--- src/rtl/cps_pkg.sv ---
`default_nettype none

package cps_pkg;

    localparam int NUM_WIDTHS  = 3;
    localparam int HOLD_TICKS  = 50;
    localparam int CNT_W       = 6;
    localparam int TALLY_W     = 8;

    localparam int IN_TDATA_W  = 104;
    localparam int IN_TUSER_W  = 1;
    localparam int OUT_TDATA_W = 8;
    localparam int CFG_IDX_W   = 3;
    localparam int CFG_DATA_W  = 32;

    localparam logic [15:0] INVALID_VOLTS = 16'hFFFF;

    // pulse width codes, also the slot contents (zero = empty slot)
    typedef logic [1:0] t_code;
    localparam t_code CODE_NONE  = 2'd0;
    localparam t_code CODE_SHORT = 2'd1;
    localparam t_code CODE_MID   = 2'd2;
    localparam t_code CODE_LONG  = 2'd3;

    localparam logic OP_TICK     = 1'b0;
    localparam logic OP_CALLBACK = 1'b1;

    typedef enum logic [CFG_IDX_W-1:0] {
        CFG_CUST_SHORT = 3'd0,
        CFG_CUST_MID   = 3'd1,
        CFG_CUST_LONG  = 3'd2,
        CFG_DIAG_SHORT = 3'd3,
        CFG_DIAG_MID   = 3'd4,
        CFG_DIAG_LONG  = 3'd5,
        CFG_MAX_PULSES = 3'd6,
        CFG_OV_LIMIT   = 3'd7
    } t_cfg_idx;

endpackage

`default_nettype wire

--- src/rtl/crash_pulse_sequencer.sv ---
`default_nettype none

// Channel   | Dir | Handshake                  | Payload
// ----------+-----+----------------------------+---------------------------------
// s_axis    | in  | s_axis_tvalid/tready       | tick or callback item
// m_axis    | out | m_axis_tvalid/tready       | one result per item
// cfg       | in  | i_cfg_valid/o_cfg_ready    | register index + write data
//
// The state update is done combinationally between the accepted transfer and the
// result register, so one item per clock is taken while m_axis is not stalled.
// The result shows on m_axis the cycle after acceptance; the single output
// register takes a new item in the same cycle its result is drained.
// A stalled m_axis holds s_axis_tready low until the result is taken.
// Synchronous active-low reset clears all state but r_out_data and loads register defaults.

module crash_pulse_sequencer (
    input  wire logic                               i_clk,
    input  wire logic                               i_rst_n,

    input  wire logic                               s_axis_tvalid,
    output      logic                               s_axis_tready,
    // [31:0] cust_triggers, [63:32] diag_set, [64] diag_request,
    // [80:65] battery_volts, [96:81] ignition_volts, [97] output_configured,
    // [98] selftest_passed, [103:99] zero
    input  wire logic [cps_pkg::IN_TDATA_W-1:0]     s_axis_tdata,
    // [0] op
    input  wire logic [cps_pkg::IN_TUSER_W-1:0]     s_axis_tuser,

    output      logic                               m_axis_tvalid,
    input  wire logic                               m_axis_tready,
    // [1:0] pulse_start, [2] idle_ack, [3] output_active,
    // [4] activation_allowed, [5] steady, [7:6] zero
    output      logic [cps_pkg::OUT_TDATA_W-1:0]    m_axis_tdata,

    input  wire logic                               i_cfg_valid,
    output      logic                               o_cfg_ready,
    input  wire logic [cps_pkg::CFG_IDX_W-1:0]      i_cfg_index,
    input  wire logic [cps_pkg::CFG_DATA_W-1:0]     i_cfg_data
);

    import cps_pkg::*;

    // configuration
    logic [31:0]          r_cust_mask [NUM_WIDTHS];
    logic [31:0]          r_diag_mask [NUM_WIDTHS];
    logic [TALLY_W-1:0]   r_max_pulses;
    logic [15:0]          r_ov_limit;

    // sequencer state
    logic                 r_steady,     n_steady;
    logic                 r_allowed,    n_allowed;
    logic [CNT_W-1:0]     r_ov_cnt,     n_ov_cnt;
    logic                 r_active   [NUM_WIDTHS];
    logic                 n_active   [NUM_WIDTHS];
    t_code                r_slot     [NUM_WIDTHS];
    t_code                n_slot     [NUM_WIDTHS];
    logic [1:0]           r_ptr,        n_ptr;
    logic [TALLY_W-1:0]   r_tally    [NUM_WIDTHS];
    logic [TALLY_W-1:0]   n_tally    [NUM_WIDTHS];
    logic                 r_running,    n_running;
    logic                 r_diag_flag,  n_diag_flag;
    logic [31:0]          r_diag_latched, n_diag_latched;

    // output register
    logic                 r_out_valid;
    logic [OUT_TDATA_W-1:0] r_out_data;

    // input fields
    logic                 in_op;
    logic [31:0]          in_cust;
    logic [31:0]          in_diag_set;
    logic                 in_diag_req;
    logic [15:0]          in_bat;
    logic [15:0]          in_ign;
    logic                 in_out_cfg;
    logic                 in_selftest;

    logic                 s_fire;
    logic                 ov_now;
    t_code                started;
    t_code                code;
    logic                 idle;

    assign in_op       = s_axis_tuser[0];
    assign in_cust     = s_axis_tdata[31:0];
    assign in_diag_set = s_axis_tdata[63:32];
    assign in_diag_req = s_axis_tdata[64];
    assign in_bat      = s_axis_tdata[80:65];
    assign in_ign      = s_axis_tdata[96:81];
    assign in_out_cfg  = s_axis_tdata[97];
    assign in_selftest = s_axis_tdata[98];

    assign s_axis_tready = !r_out_valid || m_axis_tready;
    assign s_fire        = s_axis_tvalid && s_axis_tready;
    assign o_cfg_ready   = 1'b1;
    assign m_axis_tvalid = r_out_valid;
    assign m_axis_tdata  = r_out_data;

    // 0xFFFF is an invalid reading and never counts
    assign ov_now = (in_bat >= r_ov_limit && in_bat != INVALID_VOLTS) ||
                    (in_ign >= r_ov_limit && in_ign != INVALID_VOLTS);

    always_comb begin
        n_steady       = r_steady;
        n_allowed      = r_allowed;
        n_ov_cnt       = r_ov_cnt;
        n_ptr          = r_ptr;
        n_running      = r_running;
        n_diag_flag    = r_diag_flag;
        n_diag_latched = r_diag_latched;
        n_active       = r_active;
        n_slot         = r_slot;
        n_tally        = r_tally;
        started        = CODE_NONE;
        idle           = 1'b0;
        code           = CODE_NONE;

        if (in_op == OP_TICK) begin
            n_diag_latched = r_diag_latched | in_diag_set;
            if (in_diag_req) begin
                n_diag_flag = 1'b1;
            end

            if (!r_steady) begin
                if (in_out_cfg && in_selftest) begin
                    n_steady = 1'b1;
                end
            end else begin
                // overvoltage debounce
                if (ov_now) begin
                    if (r_ov_cnt < CNT_W'(HOLD_TICKS)) begin
                        n_ov_cnt = r_ov_cnt + 1'b1;
                    end else begin
                        n_allowed = 1'b0;
                        for (int k = 0; k < NUM_WIDTHS; k++) begin
                            n_active[k] = 1'b0;
                            n_slot[k]   = CODE_NONE;
                            n_tally[k]  = '0;
                        end
                    end
                end else begin
                    n_ov_cnt  = '0;
                    n_allowed = 1'b1;
                end

                // trigger collection, widths taken in order short..long
                if (n_allowed && (in_cust != '0 || n_diag_latched != '0)) begin
                    for (int w = 0; w < NUM_WIDTHS; w++) begin
                        if ((in_cust & r_cust_mask[w]) != '0 ||
                            ((n_diag_latched & r_diag_mask[w]) != '0 && n_diag_flag)) begin
                            code       = t_code'(w + 1);
                            n_tally[w] = '0;
                            n_active[w] = 1'b1;
                            if (n_slot[0] != code && n_slot[1] != code &&
                                n_slot[2] != code) begin
                                if (n_slot[0] == CODE_NONE) begin
                                    n_slot[0] = code;
                                end else if (n_slot[1] == CODE_NONE) begin
                                    n_slot[1] = code;
                                end else begin
                                    n_slot[2] = code;
                                end
                            end
                            n_diag_latched = n_diag_latched & ~r_diag_mask[w];
                        end
                    end
                    if (!n_running) begin
                        n_running = 1'b1;
                        n_ptr     = 2'd0;
                        started   = n_slot[0];
                        if (started != CODE_NONE &&
                            n_tally[started - 1'b1] != {TALLY_W{1'b1}}) begin
                            n_tally[started - 1'b1] = n_tally[started - 1'b1] + 1'b1;
                        end
                    end
                end

                // retire finished widths and close up the sequence
                if (n_active[0] || n_active[1] || n_active[2]) begin
                    for (int w = 0; w < NUM_WIDTHS; w++) begin
                        code = t_code'(w + 1);
                        if (n_tally[w] >= r_max_pulses) begin
                            n_active[w] = 1'b0;
                            n_tally[w]  = '0;
                            if (n_slot[0] == code) begin
                                n_slot[0] = n_slot[1];
                                n_slot[1] = n_slot[2];
                                n_slot[2] = CODE_NONE;
                            end else if (n_slot[1] == code) begin
                                n_slot[1] = n_slot[2];
                                n_slot[2] = CODE_NONE;
                            end else if (n_slot[2] == code) begin
                                n_slot[2] = CODE_NONE;
                            end
                        end
                    end
                end else if (n_running) begin
                    n_running   = 1'b0;
                    n_ptr       = 2'd0;
                    n_diag_flag = 1'b0;
                end
            end
        end else if (r_running) begin
            // callback: step round-robin, wrap to slot 0 on an empty slot
            n_ptr = (r_ptr == 2'd2) ? 2'd0 : r_ptr + 2'd1;
            if (r_slot[n_ptr] == CODE_NONE) begin
                n_ptr = 2'd0;
            end
            started = r_slot[n_ptr];
            if (started != CODE_NONE &&
                r_tally[started - 1'b1] != {TALLY_W{1'b1}}) begin
                n_tally[started - 1'b1] = r_tally[started - 1'b1] + 1'b1;
            end
        end else begin
            idle = 1'b1;
        end
    end

    always_ff @(posedge i_clk) begin
        if (!i_rst_n) begin
            for (int k = 0; k < NUM_WIDTHS; k++) begin
                r_cust_mask[k] <= 32'(1 << k);
                r_diag_mask[k] <= 32'(1 << k);
                r_active[k]    <= 1'b0;
                r_slot[k]      <= CODE_NONE;
                r_tally[k]     <= '0;
            end
            r_max_pulses   <= TALLY_W'(5);
            r_ov_limit     <= 16'd2200;
            r_steady       <= 1'b0;
            r_allowed      <= 1'b1;
            r_ov_cnt       <= '0;
            r_ptr          <= 2'd0;
            r_running      <= 1'b0;
            r_diag_flag    <= 1'b0;
            r_diag_latched <= '0;
            r_out_valid    <= 1'b0;
        end else begin
            if (i_cfg_valid) begin
                case (t_cfg_idx'(i_cfg_index))
                    CFG_CUST_SHORT: r_cust_mask[0] <= i_cfg_data;
                    CFG_CUST_MID:   r_cust_mask[1] <= i_cfg_data;
                    CFG_CUST_LONG:  r_cust_mask[2] <= i_cfg_data;
                    CFG_DIAG_SHORT: r_diag_mask[0] <= i_cfg_data;
                    CFG_DIAG_MID:   r_diag_mask[1] <= i_cfg_data;
                    CFG_DIAG_LONG:  r_diag_mask[2] <= i_cfg_data;
                    CFG_MAX_PULSES: r_max_pulses   <= i_cfg_data[TALLY_W-1:0];
                    CFG_OV_LIMIT:   r_ov_limit     <= i_cfg_data[15:0];
                    default: ;
                endcase
            end

            if (s_fire) begin
                r_steady       <= n_steady;
                r_allowed      <= n_allowed;
                r_ov_cnt       <= n_ov_cnt;
                r_active       <= n_active;
                r_slot         <= n_slot;
                r_ptr          <= n_ptr;
                r_tally        <= n_tally;
                r_running      <= n_running;
                r_diag_flag    <= n_diag_flag;
                r_diag_latched <= n_diag_latched;
                r_out_valid    <= 1'b1;
            end else if (m_axis_tready) begin
                r_out_valid <= 1'b0;
            end
        end
    end

    always_ff @(posedge i_clk) begin
        if (s_fire) begin
            r_out_data <= {2'b00, n_steady, n_allowed, n_running, idle, started};
        end
    end

endmodule

`default_nettype wire

--- config.mk ---
export PLATFORM = sky130hd
export DESIGN_NAME = crash_pulse_sequencer
export DESIGN_NICKNAME = d
export VERILOG_FILES = /design/src/rtl/cps_pkg.sv /design/src/rtl/crash_pulse_sequencer.sv
export SDC_FILE = /design/constraint.sdc
export NUM_CORES = 1
export LEC_CHECK = 0
export BUFFER_PORTS_ARGS = -buffer_cell sky130_fd_sc_hd__clkbuf_2
export CAP_MARGIN = 5
export CORE_UTILIZATION = 40
export CTS_BUF_LIST = sky130_fd_sc_hd__clkbuf_8
export DETAILED_ROUTE_END_ITERATION = 8
export GPL_ROUTABILITY_DRIVEN = 0
export GPL_TIMING_DRIVEN = 0
export MAX_ROUTING_LAYER = met4
export PLACE_DENSITY_LB_ADDON = 0.25
export SYNTH_ARGS = -nofsm -noshare
export SYNTH_HDL_FRONTEND = slang
export SYNTH_SLANG_ARGS = --single-unit
--- constraint.sdc ---
create_clock -name i_clk -period 12.9 [get_ports i_clk]
set_clock_uncertainty 0.15 [all_clocks]
set_input_delay 3.225 -clock i_clk [delete_from_list [all_inputs] [get_ports i_clk]]
set_output_delay 3.225 -clock i_clk [all_outputs]
set_load 0.1 [all_outputs]
## Yosys cells after proc, flatten, opt, wreduce, memory -nomap -nowiden

Memory sizes are Yosys's and may differ from the RTL's.
Index checks and enable logic that the tools add are counted.

| word-level totals | value |
|---|---|
| output and inout bits | 11 |
| memories kept | 2 |
| bits of input ports | 145 |
| register bits | 108 |
| RAM bits | 192 |

| cells by class | value |
|---|---|
| bitwise operators | 24 |
| eq/ne operators | 33 |
| reduce and logical (&&, ||, !) cells | 54 |
| mux-type cells | 199 |
| $lt $le $gt $ge | 12 |
| add/subtract/negate cells | 6 |

Memory list:

| name | words | width | rd ports | clocked after memory_dff | write ports | RTL line | source |
|---|---|---|---|---|---|---|---|
| r_cust_mask | 3 | 32 | 3 | 0 | 3 | crash_pulse_sequencer.sv:44 | `logic [31:0] r_cust_mask [NUM_WIDTHS];` |
| r_diag_mask | 3 | 32 | 3 | 0 | 3 | crash_pulse_sequencer.sv:45 | `logic [31:0] r_diag_mask [NUM_WIDTHS];` |

Operators by type and width:

| cell | count |
|---|---|
| 2-to-1 mux 32 bit | 17 |
| bitwise AND 32 bit | 9 |
| 2-to-1 mux 24 bit | 12 |
| nonzero test 32 bit | 8 |
| 2-to-1 mux 6 bit | 34 |
| 2-to-1 mux 8 bit | 21 |
| inverter 32 bit | 3 |
| 2-to-1 mux 2 bit | 41 |
| 2-to-1 mux 1 bit | 54 |
| bitwise mux 24 bit | 2 |
| binary-select mux 8 bit (select 2 bit) | 2 |
| demux 8 bit (select 2 bit) | 2 |
| greater-or-equal comparator 16 bit | 2 |
| != test 16 bit (second input constant) | 2 |
| OR 32 bit | 1 |
| greater-or-equal comparator 8 bit | 3 |
| 2-to-1 mux 4 bit | 6 |
| logical AND 1 bit | 18 |
| 2-to-1 mux 3 bit | 6 |
| adder 8 x 1 -> 8 bit (second input constant) | 2 |
| != test 8 bit (second input constant) | 2 |
| == test 2 bit (second input constant) | 7 |
| logical NOT 2 bit | 7 |
| == test 3 bit (second input constant) | 4 |
| 22 further kinds | 63 |

## Longest topological paths before layout

Gate-level depths: netlist of the first run.

| depth | value |
|---|---|
| word-level depth | 61 |
| depth in mapped cells | 46 |

## Least setup slack after synthesis of the first run

OpenSTA, ideal clock, no wires.

| path | value |
|---|---|
| path kind | input to register |
| start point | input port s_axis_tdata[8] (netlist bit) |
| end point | register r_slot[0] (netlist bit) |
| data arrival time | 11.357 ns |
| required time | 12.654 ns |
| setup slack | 1.297 ns |
| path buffers | 2 |
| cell stages on the path | 39 |
| cells stage by stage | a22o_1 -> a221oi_2 -> nand3_1 -> or4_1 -> buf_2 -> o311ai_1 -> a21o_2 -> o21bai_2 -> or4b_4 -> o21ai_2 -> buf_2 -> o21ai_0 -> a21oi_1 -> inv_1 -> ha_1 -> nor3_1 -> and3_1 -> o22ai_1 -> (+3 left out) -> inv_1 -> ha_1 -> nand2b_1 -> a21o_1 -> a21o_1 -> a21o_1 -> a21oi_1 -> nor2b_1 -> o21ai_0 -> nand2b_1 -> a21oi_1 -> inv_1 -> a32o_1 -> or2_1 -> a311o_1 -> nor2b_1 -> o211ai_1 -> nor4b_1 |

| between the ends | value |
|---|---|
| word-level cells in the longest chain between the ends | 54 |

RTL lines:

| item | RTL line | source |
|---|---|---|
| start: declaration | crash_pulse_sequencer.sv:25 | `input wire logic [cps_pkg::IN_TDATA_W-1:0] s_axis_tdata,` |
| bitwise AND 32 bit | crash_pulse_sequencer.sv:149 | `if ((in_cust & r_cust_mask[w]) != '0 \|\|` |
| nonzero test 32 bit | crash_pulse_sequencer.sv:149 |  |
| logical OR 1 bit | crash_pulse_sequencer.sv:149 |  |
| 2-to-1 mux 32 bit or 2-to-1 mux 6 bit (tied branches) | crash_pulse_sequencer.sv:149 |  |
| 2-to-1 mux 32 bit or 2-to-1 mux 6 bit (tied branches) | crash_pulse_sequencer.sv:147 | `if (n_allowed && (in_cust != '0 \|\| n_diag_latched != '0)) begin` |
| 2-to-1 mux 32 bit or 2-to-1 mux 6 bit (tied branches) | crash_pulse_sequencer.sv:124 | `if (!r_steady) begin` |
| 2-to-1 mux 32 bit or 2-to-1 mux 6 bit (tied branches) | crash_pulse_sequencer.sv:118 | `if (in_op == OP_TICK) begin` |
| bitwise AND 32 bit (tied with other cells) | crash_pulse_sequencer.sv:150 | `((n_diag_latched & r_diag_mask[w]) != '0 && n_diag_flag)) begin` |
| (+38 left out) | n/a |  |
| 2-to-1 mux 6 bit | crash_pulse_sequencer.sv:124 |  |
| 2-to-1 mux 6 bit | crash_pulse_sequencer.sv:118 |  |
| == test 2 bit | crash_pulse_sequencer.sv:192 | `end else if (n_slot[2] == code) begin` |
| 2-to-1 mux 2 bit | crash_pulse_sequencer.sv:192 |  |
| 2-to-1 mux 2 bit | crash_pulse_sequencer.sv:189 | `end else if (n_slot[1] == code) begin` |
| 2-to-1 mux 4 bit | crash_pulse_sequencer.sv:185 | `if (n_slot[0] == code) begin` |
| 2-to-1 mux 6 bit | crash_pulse_sequencer.sv:182 | `if (n_tally[w] >= r_max_pulses) begin` |
| 2-to-1 mux 6 bit * | crash_pulse_sequencer.sv:179 | `if (n_active[0] \|\| n_active[1] \|\| n_active[2]) begin` |
| end signal: assignment | crash_pulse_sequencer.sv:258 | `r_slot <= n_slot;` |
| end: declaration | crash_pulse_sequencer.sv:55 | `t_code r_slot [NUM_WIDTHS];` |

Mark *: on every way between the ends. The rest lies on a longest branch, timed or not. The select of a mux whose other input is x is not followed.
A chain may end at the register's enable or synchronous reset.

## Final worst setup path of the first run

| path | value |
|---|---|
| start point | input port s_axis_tdata[0] (netlist bit) |
| end point | register r_slot[0] (netlist bit) |

Same word-level chain as after synthesis.

==> flow_summary.yaml, run 1 <==
synth:
  synth_edf_count: 198
  synth_area_sq_mm: 0.0172
  ys_ff_latch: 300
  seq_area_frac_synth: 0.464
  synth.avg_cell_area_sq_um: 9.45
  yosysWarnings: 0
  ys_async_sr_fraction: 0
  synth_area_leader_cell: "edfxtp_1"
  synthTopCellsByArea: "edfxtp_1, dfxtp_1, ha_1"
  synth_top_flop_cell: "edfxtp_1"
  yosysTopAreaCellShare: 0.345
  syn-instance-count: 1822
  synth_cell_types: 98
power_and_ir_drop:
  cellPowerDensity_mw_per_mm2: 116
  p_leak_nw: 7.59
  vdd_ir_drop_max_mv: 0.0925
  power_mw: 2.32
finish:
  multi_input_area_sq_mm: 0.00875
  regArea_sq_mm: 0.00799
  drive_above_1_share: 0.148
  fill_cells: 4053
  layout_common_cells: "edfxtp_1, nor2_1, nand2_1"
  fin_area_sq_mm: 0.0200
  stdcell_count: 2619
  fin_util: 0.475
  final_common_cell: "edfxtp_1"
  nets: 2244
  area.growth.synth_to_final_pct: 16.4
cts:
  cts_buffer_depth: 3
  clock_sinks: 300
  clk_pin_slew_worst_paths_ns: 0.06
  cts_tree: "done"
  cts_root_buffer: "clkbuf_8"
  htree_levels: 2
  worstSkewPairLatency_ns: 0.70
  cts_buffers: 54
  cts_hold_buf: 0
routing:
  routed_via_density: 6.31
  drc: 0
  vias: 16500
  initialDrtViolationCount: 2179
  wirelength_microns: 64000
  wl_per_cell_microns: 24.4
  drtPass1Iterations: 8
  final_antenna_net_count: 0
setup_path:
  cpPeakStageDelay_ns: 1.05
  r2r_setup_slack_ns: 2.68
  critPathLaunchType: "primary input"
  worst-setup-path-type: "primary input to flop"
  worstPathRequired_ns: 13.31
  reg2reg_to: "r_slot[0]"
  rr_worst_depth: 44
  cp.arrival_ns: 12.90
  crit_top_cell: "a21o_1"
  worstSetupEndpointType: "flop"
  rr_startpoint: "r_diag_mask[0][30]"
  critPathMaxFanout: 10
  critPathSlowestCell: "nor4_1"
sta:
  final.period_utilization: 0.969
  finalMaxSlewViolations: 0
  fmax_ghz: 0.0800
  min_period_ns: 12.50
  hold_violations: 0
  tns_ns: 0
  report.final.setup_viol: 0
  maxSlewHeadroom: 0.179
  worstMarginPinSlew_ns: 1.22
global_routing:
  grt-ovfl-total: 0
  grt_pass1_wl_microns: 95300
  grt_pass1_vias: 15600
  grt_max_degree: 21
  grt_usage: 0.296
  antenna_found_initial: 1
floorplanning:
  ios: 156
  start_util: 0.408
  die_w_microns: 209
  fp.dieH_microns: 209
  rows: 75
  fp.coreArea_sq_mm: 0.0422
  dieArea_sq_mm: 0.0439
min_path:
  hold_depth: 2
  hold_class: "flop to flop"
  min-delay-start: "r_max_pulses[1]"
  holdPathEnd: "r_max_pulses[1]"
job:
  cap_violations: 0
placement:
  port_buffers: 143
  place_area_sq_mm: 0.0188
  dp_cells: 2513
  hpwlAfterDp_microns: 48800
run_status:
  run_status: "complete, no violations"
[cells in the mapped netlist (6+ instances only)]
master / number
a31o_2: 6
inv_1: 79
edfxtp_1: 198
a221o_1: 13
dfxtp_1: 102
and2_1: 78
nor2_1: 180
nand4_1: 40
nor2b_1: 14
o2111ai_1: 11
a32oi_1: 9
o221a_2: 13
ha_1: 67
o21a_1: 7
nand3_1: 32
a211oi_1: 12
and3_1: 18
a2bb2oi_1: 6
o32ai_1: 11
a31oi_1: 14
nand2_1: 176
o211ai_1: 19
o22ai_1: 13
a22oi_1: 56
or2_2: 6
nor3_1: 33
xor2_1: 9
clkbuf_1: 57
buf_1: 7
a21oi_1: 140
mux2i_1: 22
nand2b_1: 22
o31ai_1: 7
o21ai_0: 125
a221oi_1: 27
nor4_1: 25
a21o_1: 11
a2111oi_0: 9
nor3b_1: 27
[where the power goes]
part	leakage, nW	internal [mW]	switching, mW
Clock	0.649	0.488	0.447
Sequential	2.74	1.08	0.0370
Combinational	4.20	0.0879	0.177
Total	7.59	1.66	0.661
[flip-flops by register name, summed over array words and instances (netlist names), 2 cells and up]
| name | cells |
|---|---|
| r_ptr | 2 |
| m_axis_tdata | 6 |
| r_tally | 24 |
| r_slot | 6 |
| r_ov_limit | 16 |
| r_diag_latched | 32 |
| r_diag_mask | 96 |
| r_cust_mask | 96 |
| r_active | 3 |
| r_ov_cnt | 6 |
| r_max_pulses | 8 |
[worst max-delay path, delay by kind of cell]
kind	cells	cell delay, ns
AO/OA/AOI/OAI	17	3.51
adder cells (fa/ha/maj)	3	0.88
multiplexers	1	0.28
AND/OR/NAND/NOR	17	4.05
buffers and inverters	6	0.95
[metrics by stage]
| stage | worst slack [ns] | hold WS, ns |
|---|---|---|
| 2_1_floorplan | 1.30 | 0.281 |
| 3_3_place_gp | -1.11 | 0.296 |
| 3_5_place_dp | -1.28 | 0.300 |
| 4_1_cts | 0.0379 | 0.307 |
| 5_1_grt | -0.00617 | 0.315 |
| 6_report | 0.403 | 0.306 |
[layer usage]
metal | track usage | vias to the layer above | routed length, microns
li1 | - | 7357 | -
met1 | 0.396 | 7922 | 26800
met2 | 0.439 | 1068 | 27900
met3 | 0.0613 | 178 | 6750
met4 | 0.118 | 0 | 2510
met5 | - | - | 0
[worst max-delay path by stage]
stage | start | to | slack [ns] | depth (start not counted)
finish | s_axis_tdata[0] | r_slot[0] | 0.40 | 44
global route | s_axis_tdata[0] | r_slot[0] | -0.006 | 44
CTS | s_axis_tdata[19] | r_slot[0] | 0.04 | 43
detailed placement | s_axis_tdata[30] | r_slot[0] | -1.28 | 38
global placement | s_axis_tdata[14] | r_slot[0] | -1.11 | 39
floorplan | s_axis_tdata[8] | r_slot[0] | 1.30 | 39
[cells by family (layout without fill, tap and decap cells)]
family | count (synthesis) | count (layout) | share of synthesized area
and+or+nand+nor | 686 | 686 | 0.199
AOI/OAI and AO/OA | 573 | 573 | 0.230
DFF | 300 | 300 | 0.464
buffers and inverters | 157 | 411 | 0.0367
adders and majority gates | 67 | 67 | 0.0487
muxes | 24 | 24 | 0.0143
xor gates and xnor gates | 13 | 13 | 0.00661
other | 2 | 6 | 0.000436
[layout make-up]
cell class	count	area share
diodes	3	0.000375
plain buffers	75	0.0163
clock buffers	59	0.0405
clock inverters	42	0.0142
inverters	82	0.0154
multi-input cells	1366	0.437
flip-flops and latches	300	0.399
well taps	539	0.0337
repair buffers	153	0.0441
[what timing repair did]
action,CTS,global route
buffers inserted,0,2
setup endpoints to repair,12,17
gates resized for setup,5,13
hold endpoints to repair,0,0
pin swaps,0,2
Power figures use the tool's default switching activity.
==> inputs of run 2 (changes only) <==
--- a/config.mk
+++ b/config.mk
@@ -12,7 +12,6 @@
 export DETAILED_ROUTE_END_ITERATION = 8
 export GPL_ROUTABILITY_DRIVEN = 0
 export GPL_TIMING_DRIVEN = 0
-export MAX_ROUTING_LAYER = met4
 export PLACE_DENSITY_LB_ADDON = 0.25
 export SYNTH_ARGS = -nofsm -noshare
 export SYNTH_HDL_FRONTEND = slang
==> flow_summary.yaml, run 2 (synthesized netlist as in run 1, its figures left out) <==
routing:
  drtPass1Iterations: 6
  wl_per_cell_microns: 24.4
  initialDrtViolationCount: 2089
  drc: 0
  final_antenna_net_count: 0
  wirelength_microns: 63800
  routed_via_density: 6.33
  vias: 16600
placement:
  port_buffers: 143
  dp_slack_ns: -1.28
  hpwlAfterDp_microns: 48800
setup_path:
  critPathSlowestCell: "or4_1"
  worstPathRequired_ns: 13.31
  cp.arrival_ns: 12.90
  r2r_setup_slack_ns: 2.65
  rr_startpoint: "r_diag_mask[0][30]"
  critPathMaxFanout: 10
  worstSetupEndpointType: "flop"
  cpPeakStageDelay_ns: 0.59
  path_delay_family: "compound AO/OA/AOI/OAI gates"
  crit_buf_inv: 7
  worst-setup-path-type: "primary input to flop"
  rr_worst_depth: 44
  critPathLaunchType: "primary input"
  reg2reg_to: "r_slot[0]"
  crit_top_cell: "a21o_1"
min_path:
  holdPathEnd: "r_max_pulses[1]"
  hold_class: "flop to flop"
  min-delay-start: "r_max_pulses[1]"
  hold_depth: 2
cts:
  htree_levels: 2
  cts_buffer_depth: 3
  cts_buffers: 54
  clk_pin_slew_worst_paths_ns: 0.06
  cts_tree: "done"
  worstSkewPairLatency_ns: 0.70
  cts_hold_buf: 0
  cts_root_buffer: "clkbuf_8"
  clock_sinks: 300
floorplanning:
  die_w_microns: 209
  ios: 156
  fp.coreArea_sq_mm: 0.0422
  dieArea_sq_mm: 0.0439
  rows: 75
  fp.dieH_microns: 209
  start_util: 0.408
global_routing:
  antenna_found_initial: 1
  grt_usage: 0.288
  grt_max_degree: 21
  grt_pass1_vias: 15700
  grt-ovfl-total: 0
  grt_pass1_wl_microns: 95400
power_and_ir_drop:
  cellPowerDensity_mw_per_mm2: 116
  power_mw: 2.32
  p_leak_nw: 7.59
  vdd_ir_drop_max_mv: 0.0932
sta:
  fmax_ghz: 0.0800
  finalMaxSlewViolations: 0
  fin_ws_ns: 0.404
  min_period_ns: 12.50
  report.final.setup_viol: 0
  holdWs_ns: 0.306
  final.period_utilization: 0.969
  hold_violations: 0
  maxSlewHeadroom: 0.250
  worstMarginPinSlew_ns: 1.12
finish:
  final_common_cell: "edfxtp_1"
  largestRegisters: "r_cust_mask (96), r_diag_mask (96), r_diag_latched (32)"
  layout_common_cells: "edfxtp_1, nor2_1, nand2_1"
  drive_above_1_share: 0.148
  fill_cells: 4052
  fin_util: 0.475
  area.growth.synth_to_final_pct: 16.4
  nets: 2244
job:
  cap_violations: 0
run_status:
  run_status: "complete, no violations"
run 2: how the worst max path moves through the flow:
stage                      from        end  cells past startpoint
6_report       s_axis_tdata[19]  r_slot[0]                     45
5_1_grt        s_axis_tdata[22]  r_slot[0]                     45
4_1_cts        s_axis_tdata[19]  r_slot[0]                     43
3_5_place_dp   s_axis_tdata[30]  r_slot[0]                     38
3_3_place_gp   s_axis_tdata[14]  r_slot[0]                     39
2_1_floorplan   s_axis_tdata[8]  r_slot[0]                     39
run 2: worst reg2reg max path, delay by kind of cell, from the launching register on:
kind                       cells  cell delay [ns]
muxes                          1             0.29
AOI/OAI and AO/OA             19             4.14
buffers and inverters          6             0.98
adders and majority gates      3             0.88
DFF                            1             0.46
and+or+nand+nor               15             3.24
run 2: area by class of cell:
type,instances,area [sq um],share of cell area
multi-input combinational,1366,8760,0.437
sequential,300,7990,0.398
timing repair buffer,153,883,0.0441
clock buffer,59,812,0.0405
tap,539,674,0.0336
buffer,75,327,0.0163
inverter,82,308,0.0154
clock inverter,42,285,0.0142
antenna,3,7.51,0.000375
run 2: per-stage QoR:
| stage | area [sq um] | TNS, ns | std cells |
|---|---|---|---|
| 6_report | 20000 | 0 | 2619 |
| 5_1_grt | 20000 | -0.0536 | 2616 |
| 4_1_cts | 20000 | 0 | 2614 |
| 3_5_place_dp | 18800 | -14.39 | 2513 |
| 3_3_place_gp | 18600 | -10.41 | 2505 |
| 2_1_floorplan | 17200 | 0 | 1823 |
run 2: power by group:
part | switching, mW | internal, mW | leakage (nW)
clock network | 0.447 | 0.488 | 0.649
logic | 0.176 | 0.0879 | 4.20
registers | 0.0369 | 1.08 | 2.74
total | 0.660 | 1.66 | 7.59
run 2: metal layers:
metal / up-vias / track usage / wire, microns
li1: 7354 / - / -
met1: 7907 / 0.399 / 26500
met2: 1104 / 0.438 / 27600
met3: 205 / 0.0597 / 6950
met4: 2 / 0.121 / 2640
met5: - / 0 / 15
run 2: timing repair:
action / CTS / global route
pin swaps: 0 / 2
buffers inserted: 0 / 2
gates resized for setup: 5 / 14
endpoints found under the setup margin: 12 / 17
